File: src/hdl/l4_dest_port_blocklist_filter_assert.svh
// Assertion macros for the L4 destination port blocklist filter.
// Expects clk and rst_n in the scope of each use; no other dependencies.
`ifndef L4_DEST_PORT_BLOCKLIST_FILTER_ASSERT_SVH
`define L4_DEST_PORT_BLOCKLIST_FILTER_ASSERT_SVH
`ifndef SYNTHESIS
`define L4DPBF_ASSERT_IMP(label, ante, cons) \
  label: assert property (@(posedge clk) disable iff (!rst_n) (ante) |-> (cons)) \
    else $error("l4dpbf same-cycle check failed");
`define L4DPBF_ASSERT_NXT(label, ante, cons) \
  label: assert property (@(posedge clk) disable iff (!rst_n) (ante) |=> (cons)) \
    else $error("l4dpbf next-cycle check failed");
`else
`define L4DPBF_ASSERT_IMP(label, ante, cons)
`define L4DPBF_ASSERT_NXT(label, ante, cons)
`endif
`endif

File: src/hdl/l4dpbf_pkg.sv
// Package for the L4 destination port blocklist filter: request and verdict
// structs, sequencer states and protocol constants. No dependencies.
`timescale 1ns / 1ps

package l4dpbf_pkg;

  typedef struct packed {
    logic        opcode;
    logic [7:0]  packet_byte;
    logic        last_byte;
    logic [5:0]  entry_index;
    logic [15:0] entry_port;
  } l4dpbf_in_t;

  typedef struct packed {
    logic        drop;
    logic        port_parsed;
    logic [15:0] dest_port;
  } l4dpbf_out_t;

  typedef enum logic [1:0] {
    ST_CLEAR,
    ST_IDLE,
    ST_WALK,
    ST_DONE
  } l4dpbf_state_t;

  localparam logic OP_TABLE_WRITE = 1'b0;
  localparam logic OP_PACKET_BYTE = 1'b1;

  localparam logic [15:0] OFF_ETYPE_HI = 16'd12;
  localparam logic [15:0] OFF_ETYPE_LO = 16'd13;
  localparam logic [15:0] OFF_IHL      = 16'd14;
  localparam logic [15:0] OFF_PROTO    = 16'd23;
  localparam logic [15:0] OFFSET_MAX   = 16'hFFFF;

  localparam logic [7:0] ETYPE_IPV4_HI = 8'h08;
  localparam logic [7:0] ETYPE_IPV4_LO = 8'h00;

  localparam logic [16:0] ETH_HDR_LEN = 17'd14;
  localparam logic [16:0] IP_MIN_LEN  = 17'd20;
  localparam logic [16:0] TCP_HDR_LEN = 17'd20;
  localparam logic [16:0] UDP_HDR_LEN = 17'd8;
  localparam logic [16:0] L4_PORT_HI  = 17'd2;
  localparam logic [16:0] L4_PORT_LO  = 17'd3;

  localparam logic [3:0] IHL_MIN   = 4'd5;
  localparam logic [7:0] PROTO_TCP = 8'd6;
  localparam logic [7:0] PROTO_UDP = 8'd17;

endpackage

File: src/hdl/l4_dest_port_blocklist_filter.sv
// L4 destination port blocklist filter, top level.
// Depends on l4dpbf_pkg and l4_dest_port_blocklist_filter_assert.svh.
`timescale 1ns / 1ps
`include "l4_dest_port_blocklist_filter_assert.svh"

// Usage
//   Input channel (in_valid/in_ready/in_data) carries two kinds of request:
//   a table write (opcode OP_TABLE_WRITE) that stores entry_port into blocklist
//   slot entry_index, and a packet byte (OP_PACKET_BYTE) of an Ethernet frame,
//   starting at the destination MAC. Each frame yields exactly one verdict on
//   the output channel (out_valid/out_ready/out_data) when its last byte is
//   accepted; table writes and non-final bytes yield nothing.
//   cfg_we/cfg_wdata set blocked_count, the number of leading table entries
//   that are live; write it only while the block is idle.
// Sequencing
//   Table writes and non-final bytes are taken without leaving ST_IDLE. A final
//   byte drops in_ready until the verdict is handed over; with no TCP/UDP port
//   or n zero, n = min(blocked_count, TABLE_DEPTH), it goes straight to ST_DONE,
//   else via the blocklist walk: one memory read per cycle through a single read
//   port, compare in the cycle after, stop early on a hit.
// Reset
//   After rst_n the block runs a clearing pass over all TABLE_DEPTH entries that
//   zeroes the blocklist memory; in_ready stays low until it is done.
// Stall
//   A verdict waits in the output register until taken; a further verdict
//   holds in ST_DONE, with in_ready low, until the register frees up.
module l4_dest_port_blocklist_filter #(
  parameter int TABLE_DEPTH = 64
) (
  input  logic                     clk,
  input  logic                     rst_n,
  input  logic                     in_valid,
  output logic                     in_ready,
  input  l4dpbf_pkg::l4dpbf_in_t   in_data,
  output logic                     out_valid,
  input  logic                     out_ready,
  output l4dpbf_pkg::l4dpbf_out_t  out_data,
  input  logic                     cfg_we,
  input  logic [6:0]               cfg_wdata
);
  import l4dpbf_pkg::*;

  localparam int IDXW = (TABLE_DEPTH > 1) ? $clog2(TABLE_DEPTH) : 1;
  localparam int CNTW = $clog2(TABLE_DEPTH + 1);
  localparam logic [CNTW-1:0] LAST_ENTRY = CNTW'(TABLE_DEPTH - 1);

  // Blocklist storage, one write and one registered read per cycle.
  logic [15:0] table_mem [TABLE_DEPTH];

  l4dpbf_state_t state_r, state_nxt;

  logic [6:0]      blocked_count_r;
  logic [CNTW-1:0] clr_idx_r, clr_idx_nxt;
  logic [CNTW-1:0] walk_idx_r, walk_idx_nxt;
  logic [CNTW-1:0] live_cnt;

  // Per-frame parse state
  logic [15:0] byte_offset_r, byte_offset_nxt;
  logic        eth_ok_r, eth_ok_nxt;
  logic [3:0]  hdr_words_r, hdr_words_nxt;
  logic [7:0]  ip_proto_r, ip_proto_nxt;
  logic [15:0] port_r, port_nxt;

  // Verdict being resolved
  logic        vd_parsed_r, vd_parsed_nxt;
  logic [15:0] vd_port_r, vd_port_nxt;
  logic        vd_hit_r, vd_hit_nxt;

  // Walk read pipeline
  logic        rd_issue;
  logic [15:0] rd_data_r;
  logic        cmp_vld_r;
  logic        cmp_last_r;
  logic        cmp_hit;

  logic        out_valid_r, out_valid_nxt;
  l4dpbf_out_t out_data_r, out_data_nxt;

  logic        mem_we;
  logic [IDXW-1:0] mem_waddr;
  logic [15:0] mem_wdata;

  logic        acc;
  logic        acc_byte;
  logic        acc_write;
  logic        frame_end;
  logic        frame_parsed;
  logic [16:0] off_x;
  logic [16:0] frame_len;
  logic [16:0] l4_start;

  assign in_ready  = (state_r == ST_IDLE);
  assign acc       = in_valid && in_ready;
  assign acc_byte  = acc && (in_data.opcode == OP_PACKET_BYTE);
  assign acc_write = acc && (in_data.opcode == OP_TABLE_WRITE);
  assign frame_end = acc_byte && in_data.last_byte;

  assign out_valid = out_valid_r;
  assign out_data  = out_data_r;

  // Live entry count, saturated at the table depth.
  assign live_cnt = (32'(blocked_count_r) > TABLE_DEPTH) ? CNTW'(TABLE_DEPTH)
                                                        : CNTW'(blocked_count_r);

  // ---------------------------------------------------------------------------
  // Byte parser: track offset, EtherType, IHL, protocol and the port bytes.
  // ---------------------------------------------------------------------------
  always_comb begin
    byte_offset_nxt = byte_offset_r;
    eth_ok_nxt      = eth_ok_r;
    hdr_words_nxt   = hdr_words_r;
    ip_proto_nxt    = ip_proto_r;
    port_nxt        = port_r;
    off_x           = {1'b0, byte_offset_r};
    frame_len       = off_x + 17'd1;

    if (byte_offset_r == OFF_ETYPE_HI) begin
      eth_ok_nxt = (in_data.packet_byte == ETYPE_IPV4_HI);
    end else if (byte_offset_r == OFF_ETYPE_LO) begin
      eth_ok_nxt = eth_ok_r && (in_data.packet_byte == ETYPE_IPV4_LO);
    end else if (byte_offset_r == OFF_IHL) begin
      hdr_words_nxt = in_data.packet_byte[3:0];
    end else if (byte_offset_r == OFF_PROTO) begin
      ip_proto_nxt = in_data.packet_byte;
    end

    // L4 header starts after the Ethernet header plus IHL 32-bit words.
    l4_start = ETH_HDR_LEN + {11'd0, hdr_words_nxt, 2'b00};

    if (off_x > ETH_HDR_LEN) begin
      if (off_x == l4_start + L4_PORT_HI) begin
        port_nxt[15:8] = in_data.packet_byte;
      end else if (off_x == l4_start + L4_PORT_LO) begin
        port_nxt[7:0] = in_data.packet_byte;
      end
    end

    if (byte_offset_r != OFFSET_MAX) begin
      byte_offset_nxt = byte_offset_r + 16'd1;
    end

    frame_parsed = 1'b0;
    if (eth_ok_nxt && (frame_len >= ETH_HDR_LEN + IP_MIN_LEN) &&
        (hdr_words_nxt >= IHL_MIN) && (frame_len >= l4_start)) begin
      if (ip_proto_nxt == PROTO_TCP && frame_len >= l4_start + TCP_HDR_LEN) begin
        frame_parsed = 1'b1;
      end else if (ip_proto_nxt == PROTO_UDP &&
                   frame_len >= l4_start + UDP_HDR_LEN) begin
        frame_parsed = 1'b1;
      end
    end
  end

  // ---------------------------------------------------------------------------
  // Sequencer: clearing pass, idle intake, blocklist walk, verdict handoff.
  // ---------------------------------------------------------------------------
  assign cmp_hit  = cmp_vld_r && (rd_data_r == vd_port_r);
  assign rd_issue = (state_r == ST_WALK) && (walk_idx_r < live_cnt) &&
                    !(cmp_vld_r && (cmp_hit || cmp_last_r));

  always_comb begin
    state_nxt     = state_r;
    clr_idx_nxt   = clr_idx_r;
    walk_idx_nxt  = walk_idx_r;
    vd_parsed_nxt = vd_parsed_r;
    vd_port_nxt   = vd_port_r;
    vd_hit_nxt    = vd_hit_r;
    out_valid_nxt = out_valid_r && !out_ready;
    out_data_nxt  = out_data_r;
    mem_we        = 1'b0;
    mem_waddr     = IDXW'(in_data.entry_index);
    mem_wdata     = in_data.entry_port;

    case (state_r)
      ST_CLEAR: begin
        // Zero one entry per cycle.
        mem_we      = 1'b1;
        mem_waddr   = clr_idx_r[IDXW-1:0];
        mem_wdata   = 16'd0;
        clr_idx_nxt = clr_idx_r + 1'b1;
        if (clr_idx_r == LAST_ENTRY) begin
          state_nxt = ST_IDLE;
        end
      end
      ST_IDLE: begin
        if (acc_write && (32'(in_data.entry_index) < TABLE_DEPTH)) begin
          mem_we = 1'b1;
        end
        if (frame_end) begin
          vd_parsed_nxt = frame_parsed;
          vd_port_nxt   = frame_parsed ? port_nxt : 16'd0;
          vd_hit_nxt    = 1'b0;
          walk_idx_nxt  = '0;
          if (frame_parsed && live_cnt != '0) begin
            state_nxt = ST_WALK;
          end else begin
            state_nxt = ST_DONE;
          end
        end
      end
      ST_WALK: begin
        if (rd_issue) begin
          walk_idx_nxt = walk_idx_r + 1'b1;
        end
        if (cmp_vld_r && (cmp_hit || cmp_last_r)) begin
          vd_hit_nxt = cmp_hit;
          state_nxt  = ST_DONE;
        end
      end
      ST_DONE: begin
        // Hand the verdict over once the output register is free.
        if (!out_valid_r || out_ready) begin
          out_valid_nxt          = 1'b1;
          out_data_nxt.drop      = vd_hit_r;
          out_data_nxt.port_parsed = vd_parsed_r;
          out_data_nxt.dest_port = vd_port_r;
          state_nxt              = ST_IDLE;
        end
      end
      default: begin
        state_nxt = ST_CLEAR;
      end
    endcase
  end

  // ---------------------------------------------------------------------------
  // Registers
  // ---------------------------------------------------------------------------
  always_ff @(posedge clk) begin
    if (!rst_n) begin
      state_r         <= ST_CLEAR;
      clr_idx_r       <= '0;
      blocked_count_r <= 7'd0;
      byte_offset_r   <= 16'd0;
      eth_ok_r        <= 1'b0;
      hdr_words_r     <= 4'd0;
      ip_proto_r      <= 8'd0;
      port_r          <= 16'd0;
      out_valid_r     <= 1'b0;
      cmp_vld_r       <= 1'b0;
    end else begin
      state_r     <= state_nxt;
      clr_idx_r   <= clr_idx_nxt;
      out_valid_r <= out_valid_nxt;
      cmp_vld_r   <= rd_issue;
      if (cfg_we) begin
        blocked_count_r <= cfg_wdata;
      end
      if (frame_end) begin
        // Drop the per-frame state after the verdict is captured.
        byte_offset_r <= 16'd0;
        eth_ok_r      <= 1'b0;
        hdr_words_r   <= 4'd0;
        ip_proto_r    <= 8'd0;
        port_r        <= 16'd0;
      end else if (acc_byte) begin
        byte_offset_r <= byte_offset_nxt;
        eth_ok_r      <= eth_ok_nxt;
        hdr_words_r   <= hdr_words_nxt;
        ip_proto_r    <= ip_proto_nxt;
        port_r        <= port_nxt;
      end
    end
  end

  always_ff @(posedge clk) begin
    walk_idx_r  <= walk_idx_nxt;
    vd_parsed_r <= vd_parsed_nxt;
    vd_port_r   <= vd_port_nxt;
    vd_hit_r    <= vd_hit_nxt;
    out_data_r  <= out_data_nxt;
    cmp_last_r  <= (walk_idx_r == live_cnt - 1'b1);
  end

  // Blocklist memory
  always_ff @(posedge clk) begin
    if (mem_we) begin
      table_mem[mem_waddr] <= mem_wdata;
    end
    if (rd_issue) begin
      rd_data_r <= table_mem[walk_idx_r[IDXW-1:0]];
    end
  end

  // ---------------------------------------------------------------------------
  // Assertions
  // ---------------------------------------------------------------------------
  `L4DPBF_ASSERT_NXT(a_frame_end_leaves_idle, frame_end, state_r == ST_WALK || state_r == ST_DONE)
  `L4DPBF_ASSERT_IMP(a_walk_only_parsed, state_r == ST_WALK, vd_parsed_r)
  `L4DPBF_ASSERT_IMP(a_drop_needs_port, out_valid_r && out_data_r.drop, out_data_r.port_parsed)
  `L4DPBF_ASSERT_IMP(a_unparsed_zero_port, out_valid_r && !out_data_r.port_parsed, out_data_r.dest_port == 16'd0)

endmodule

File: config.mk
export PLATFORM = sky130hd
export DESIGN_NAME = l4_dest_port_blocklist_filter
export DESIGN_NICKNAME = d
export VERILOG_FILES = /design/src/hdl/l4dpbf_pkg.sv /design/src/hdl/l4_dest_port_blocklist_filter.sv
export VERILOG_INCLUDE_DIRS = /design/src /design/src/hdl
export SDC_FILE = /design/constraint.sdc
export NUM_CORES = 1
export LEC_CHECK = 0
export BUFFER_PORTS_ARGS = -buffer_cell sky130_fd_sc_hd__clkbuf_2
export CELL_PAD_IN_SITES_DETAIL_PLACEMENT = 0
export CELL_PAD_IN_SITES_GLOBAL_PLACEMENT = 1
export CORE_MARGIN = 8
export CORE_UTILIZATION = 50
export CTS_CLUSTER_SIZE = 12
export DETAILED_ROUTE_END_ITERATION = 8
export PLACE_DENSITY = 0.86
export SYNTH_ARGS = -nofsm -noshare
export SYNTH_HDL_FRONTEND = slang
export SYNTH_SLANG_ARGS = --single-unit
File: constraint.sdc
create_clock -name clk -period 4.65 [get_ports clk]
set_clock_uncertainty 0.15 [all_clocks]
set_input_delay 0 -clock clk [delete_from_list [all_inputs] [get_ports clk]]
set_output_delay 0 -clock clk [all_outputs]
set_load 0.005 [all_outputs]
==> impl_metrics.prom <==
# TYPE chip_impl_metric gauge
chip_impl_metric{name="fp.coreArea",unit="sq um"} 91500
chip_impl_metric{name="route.antenna.remaining_nets",unit=""} 0
chip_impl_metric{name="finalHoldViolCount",unit=""} 0
chip_impl_metric{name="power.ir.vdd_worst",unit="mV"} 0.311
chip_impl_metric{name="floorplan.die.height",unit="um"} 320
chip_impl_metric{name="synth-edff-count",unit=""} 1083
chip_impl_metric{name="tightestPinTransition",unit="ps"} 1270
chip_impl_metric{name="hold_ws",unit="ps"} 67.6
chip_impl_metric{name="cp_data_arrival_time",unit="ps"} 4690
chip_impl_metric{name="period_minus_slack",unit="ps"} 4450
chip_impl_metric{name="p_seq_frac",unit=""} 0.562
chip_impl_metric{name="global_route.usage.met3",unit=""} 0.0568
chip_impl_metric{name="switchingPower",unit="mW"} 4.04
chip_impl_metric{name="critical_path_cell_count",unit=""} 19
chip_impl_info{name="run_status",value="complete, no violations"} 1
chip_impl_metric{name="power_frac_comb",unit=""} 0.029
chip_impl_metric{name="grt_start_max_net_pins",unit=""} 125
chip_impl_metric{name="powerDensity",unit="nW/um^2"} 382
chip_impl_metric{name="crit_fanout",unit=""} 6
chip_impl_metric{name="static-leakage-power",unit="nW"} 17.4
chip_impl_metric{name="via_count_of_the_first_global_routing_pass",unit=""} 24600
chip_impl_metric{name="async_set_reset_flop_share_out_of_synthesis",unit=""} 0
chip_impl_metric{name="synth_area",unit="sq um"} 46100
chip_impl_metric{name="drtIter0Drc",unit=""} 2847
chip_impl_info{name="clock_tree.root_cell",value="sky130_fd_sc_hd__clkbuf_16"} 1
chip_impl_info{name="setup.worst_path.end_class",value="flop"} 1
chip_impl_metric{name="wire_length_of_the_first_global_routing_pass",unit="mm"} 164
chip_impl_metric{name="whs_path_depth",unit=""} 4
chip_impl_info{name="critical-path-top-cell-by-count",value="sky130_fd_sc_hd__buf_4"} 1
chip_impl_metric{name="sw_frac_of_total",unit=""} 0.201
chip_impl_info{name="tritoncts",value="done"} 1
chip_impl_metric{name="register_area_share_after_synthesis",unit=""} 0.733
chip_impl_metric{name="dp_hpwl",unit="mm"} 66.3
chip_impl_metric{name="path_buf_inv",unit=""} 5
chip_impl_metric{name="layout_worst_path_cycle_share",unit=""} 0.957
chip_impl_metric{name="drv.max_cap_violation_count",unit=""} 0
chip_impl_info{name="worstPathCellList",value="nor4_4 > nand4_1 > buf_4 > buf_4 > nor3_1 > or2_4 > xnor2_2 > inv_1 > ha_2 > inv_1 > ha_1 > a21o_1 > a211oi_1 > a21oi_1 > o31ai_1 > a22oi_1 > o21ai_2 > buf_4 > a21oi_1"} 1
chip_impl_info{name="synth_top_flop_cell",value="sky130_fd_sc_hd__edfxtp_1"} 1
chip_impl_info{name="regToRegStartpoint",value="byte_offset_r[15]"} 1
chip_impl_metric{name="slew_viol_final",unit=""} 0
chip_impl_metric{name="finalWeightedCongestion",unit=""} 0.883
chip_impl_metric{name="cts_num_sinks",unit=""} 1147
chip_impl_metric{name="final_wirelength",unit="mm"} 111
chip_impl_metric{name="overflow",unit=""} 0
chip_impl_metric{name="timing.reg2reg.worst_path_depth",unit=""} 19
chip_impl_metric{name="clk_pin_slew_worst_paths",unit="ps"} 60
chip_impl_metric{name="groute.layer.met1.usage",unit=""} 0.278
chip_impl_info{name="worst_hold_startpoint",value="rst_n"} 1
chip_impl_metric{name="die_area",unit="sq um"} 102000
chip_impl_metric{name="gr-usage-met2",unit=""} 0.355
chip_impl_metric{name="grt_antenna_before_repair",unit=""} 1
chip_impl_metric{name="firstDrtPassIters",unit=""} 5
chip_impl_metric{name="synth_fp_nets",unit=""} 2371
chip_impl_metric{name="place.detailed.instances",unit=""} 3532
chip_impl_metric{name="chipWidth",unit="um"} 320
chip_impl_metric{name="regToRegSetupSlack",unit="ps"} 200
chip_impl_metric{name="crit_required",unit="ps"} 4890
chip_impl_metric{name="synthesis.instances",unit=""} 2288
chip_impl_info{name="critical_path.startpoint",value="byte_offset_r[15]"} 1
chip_impl_info{name="cp-endpoint",value="vd_port_r[1]"} 1
chip_impl_metric{name="timing.max_slew.rel_slack",unit=""} 0.148
chip_impl_metric{name="finish.cell_count_without_fillers",unit=""} 3768
chip_impl_metric{name="cts_htree_levels",unit=""} 3
chip_impl_metric{name="cell_internal_pwr",unit="mW"} 16.0
chip_impl_metric{name="cts_inserted_buffers",unit=""} 111
chip_impl_metric{name="p_total",unit="mW"} 20.0
chip_impl_info{name="most_common_cell_after_layout_fill_and_taps_aside",value="sky130_fd_sc_hd__edfxtp_1"} 1
chip_impl_metric{name="drcViolationCount",unit=""} 0
chip_impl_info{name="timing.rr.end",value="vd_port_r[1]"} 1
chip_impl_info{name="top_usage_layer_grt",value="met2"} 1
chip_impl_metric{name="cts_max_path_buffers",unit=""} 3
chip_impl_metric{name="max_freq",unit="MHz"} 225
chip_impl_metric{name="register_bit_count_reported_by_yosys",unit=""} 1147
chip_impl_info{name="mostFrequentLayoutCells",value="sky130_fd_sc_hd__edfxtp_1, sky130_fd_sc_hd__mux4_2, sky130_fd_sc_hd__nor2_1, sky130_fd_sc_hd__clkbuf_16, sky130_fd_sc_hd__buf_4"} 1
chip_impl_metric{name="ioPinCount",unit=""} 64
chip_impl_metric{name="area_added_between_synthesis_and_finish",unit="%"} 13.7
chip_impl_metric{name="post_synth.cell_area_avg",unit="sq um"} 20.1
chip_impl_info{name="worst_setup_path_start_kind",value="flop"} 1
chip_impl_metric{name="synth_cell_type_count",unit=""} 63
chip_impl_metric{name="route.detailed.vias_per_inst",unit=""} 6.38
chip_impl_info{name="cp_top_family",value="compound AO/OA/AOI/OAI gates"} 1
chip_impl_metric{name="grt_use_total",unit=""} 0.214
chip_impl_metric{name="route.detailed.wl_per_inst",unit="um"} 29.4
chip_impl_metric{name="initial_core_util",unit=""} 0.504
chip_impl_info{name="hold_path_class",value="input pin to flop"} 1
chip_impl_metric{name="setup_viol_count_final",unit=""} 0
chip_impl_metric{name="p_clk_frac",unit=""} 0.409
chip_impl_metric{name="cell_rows",unit=""} 111
chip_impl_metric{name="cpPeakStageDelay",unit="ps"} 370
chip_impl_metric{name="design.final.nets",unit=""} 2605
chip_impl_info{name="crit_slowest_cell",value="sky130_fd_sc_hd__nor4_4"} 1
chip_impl_metric{name="clk_latency",unit="ps"} 690
chip_impl_metric{name="yosys_synthesis_warning_count",unit=""} 0
chip_impl_metric{name="portBuffers",unit=""} 63
chip_impl_metric{name="final_layout_size_suffix_gt1_frac",unit=""} 0.272
chip_impl_metric{name="num_vias",unit=""} 24000
chip_impl_info{name="timing_worst_setup_path_type",value="flop to flop"} 1
==> registers in the layout (all words and copies together) (netlist names), 2 cells and up <==
register,count
blocked_count_r,7
byte_offset_r,16
clr_idx_r,7
hdr_words_r,4
ip_proto_r,8
out_data,18
port_r,16
rd_data_r,16
state_r,2
table_mem,1024
vd_port_r,16
walk_idx_r,7
==> cell usage after synthesis, types with 4 or more instances <==
master,n,area share
sky130_fd_sc_hd__a211oi_1,7,0.0011
sky130_fd_sc_hd__a21oi_1,49,0.0053
sky130_fd_sc_hd__a31oi_1,4,0.00054
sky130_fd_sc_hd__and2_1,11,0.0015
sky130_fd_sc_hd__and3_1,5,0.00068
sky130_fd_sc_hd__and4_1,4,0.00076
sky130_fd_sc_hd__buf_1,8,0.00065
sky130_fd_sc_hd__buf_2,31,0.0034
sky130_fd_sc_hd__clkbuf_1,81,0.0066
sky130_fd_sc_hd__dfxtp_1,64,0.028
sky130_fd_sc_hd__edfxtp_1,1083,0.71
sky130_fd_sc_hd__ha_1,39,0.011
sky130_fd_sc_hd__inv_1,24,0.0020
sky130_fd_sc_hd__mux2i_1,25,0.0054
sky130_fd_sc_hd__mux4_2,336,0.16
sky130_fd_sc_hd__nand2_1,60,0.0049
sky130_fd_sc_hd__nand2b_1,8,0.0011
sky130_fd_sc_hd__nand3_1,50,0.0054
sky130_fd_sc_hd__nand4_1,23,0.0031
sky130_fd_sc_hd__nor2_1,134,0.011
sky130_fd_sc_hd__nor2b_1,24,0.0033
sky130_fd_sc_hd__nor3_1,14,0.0015
sky130_fd_sc_hd__nor4_1,6,0.00081
sky130_fd_sc_hd__o21a_1,5,0.00081
sky130_fd_sc_hd__o21ai_0,43,0.0047
sky130_fd_sc_hd__o21ai_1,7,0.00076
sky130_fd_sc_hd__o31ai_1,10,0.0016
sky130_fd_sc_hd__o32ai_1,4,0.00076
sky130_fd_sc_hd__or3_1,9,0.0012
sky130_fd_sc_hd__xnor2_1,36,0.0068
sky130_fd_sc_hd__xor2_1,32,0.0061
==> kinds of logic (layout without fill, tap and decap cells) <==
logic type | Yosys count | after routing | share of synthesized area
flip-flops | 1147 | 1147 | 0.733
adder cells (fa/ha/maj) | 39 | 39 | 0.0106
AND/OR/NAND/NOR | 364 | 364 | 0.0386
other | 0 | 4 | 0
buffers and inverters | 151 | 441 | 0.0139
XOR/XNOR | 68 | 68 | 0.0129
AO/OA/AOI/OAI | 157 | 157 | 0.0208
multiplexers | 362 | 362 | 0.170
==> per-stage QoR <==
stage	area [sq um]	util	setup TNS [ps]	worst slack (ps)
6_report	52400	0.573	0	199
5_1_grt	52400	0.573	-111	-28.6
4_1_cts	52300	0.571	0	36.5
3_5_place_dp	48500	0.530	0	77.8
3_3_place_gp	48500	0.530	0	162
2_1_floorplan	46100	-	0	101
==> power groups by stage <==
stage	logic [mW]	registers, mW	clock network [mW]
6_report	0.586	11.3	8.19
5_1_grt	0.616	11.3	8.66
4_1_cts	0.578	11.3	8.30
3_5_place_dp	0.530	11.5	0
3_3_place_gp	0.512	11.5	0
2_1_floorplan	0.328	11.5	0
==> worst min-delay path by stage <==
stage / to / slack (ps)
2_1_floorplan: state_r[0] / -10
3_3_place_gp: blocked_count_r[5] / 90
3_5_place_dp: blocked_count_r[4] / 110
4_1_cts: port_r[7] / 20
5_1_grt: state_r[0] / 80
6_report: state_r[0] / 70
==> metal layers <==
metal / vias to the layer above / share of wire
li1: 9832 / -
met1: 12500 / 0.37
met2: 1451 / 0.50
met3: 214 / 0.10
met4: 0 / 0.030
met5: - / 0
==> final cells by class <==
type	instances	area (sq um)
antenna	4	10.0
clock buffer	149	2990
clock inverter	20	205
fill	6319	39100
inverter	25	93.8
multi-input combinational	990	11800
sequential	1147	33800
tap	1186	1480
timing repair buffer	247	1990
==> worst register-to-register path, stage by stage, from the launching register on <==
cell and delay (ps):
sky130_fd_sc_hd__dfxtp_2 360, sky130_fd_sc_hd__nor4_4 370, sky130_fd_sc_hd__nand4_1 170, sky130_fd_sc_hd__buf_4 190, sky130_fd_sc_hd__buf_4 130, sky130_fd_sc_hd__nor3_1 250, sky130_fd_sc_hd__or2_4 230, sky130_fd_sc_hd__xnor2_2 170
sky130_fd_sc_hd__inv_1 80, sky130_fd_sc_hd__ha_2 320, sky130_fd_sc_hd__inv_1 40, sky130_fd_sc_hd__ha_1 290, sky130_fd_sc_hd__a21o_1 190, sky130_fd_sc_hd__a211oi_1 250, sky130_fd_sc_hd__a21oi_1 120, sky130_fd_sc_hd__o31ai_1 200
sky130_fd_sc_hd__a22oi_1 120, sky130_fd_sc_hd__o21ai_2 320, sky130_fd_sc_hd__buf_4 210, sky130_fd_sc_hd__a21oi_1 50
==> repair_timing <==
action	in CTS	in global routing
hold buffers	56	0
endpoints found under the setup margin	0	34
setup buffers	0	5
resized for setup	0	26
endpoints found under the hold margin	1047	0
Power figures use the tool's default switching activity.
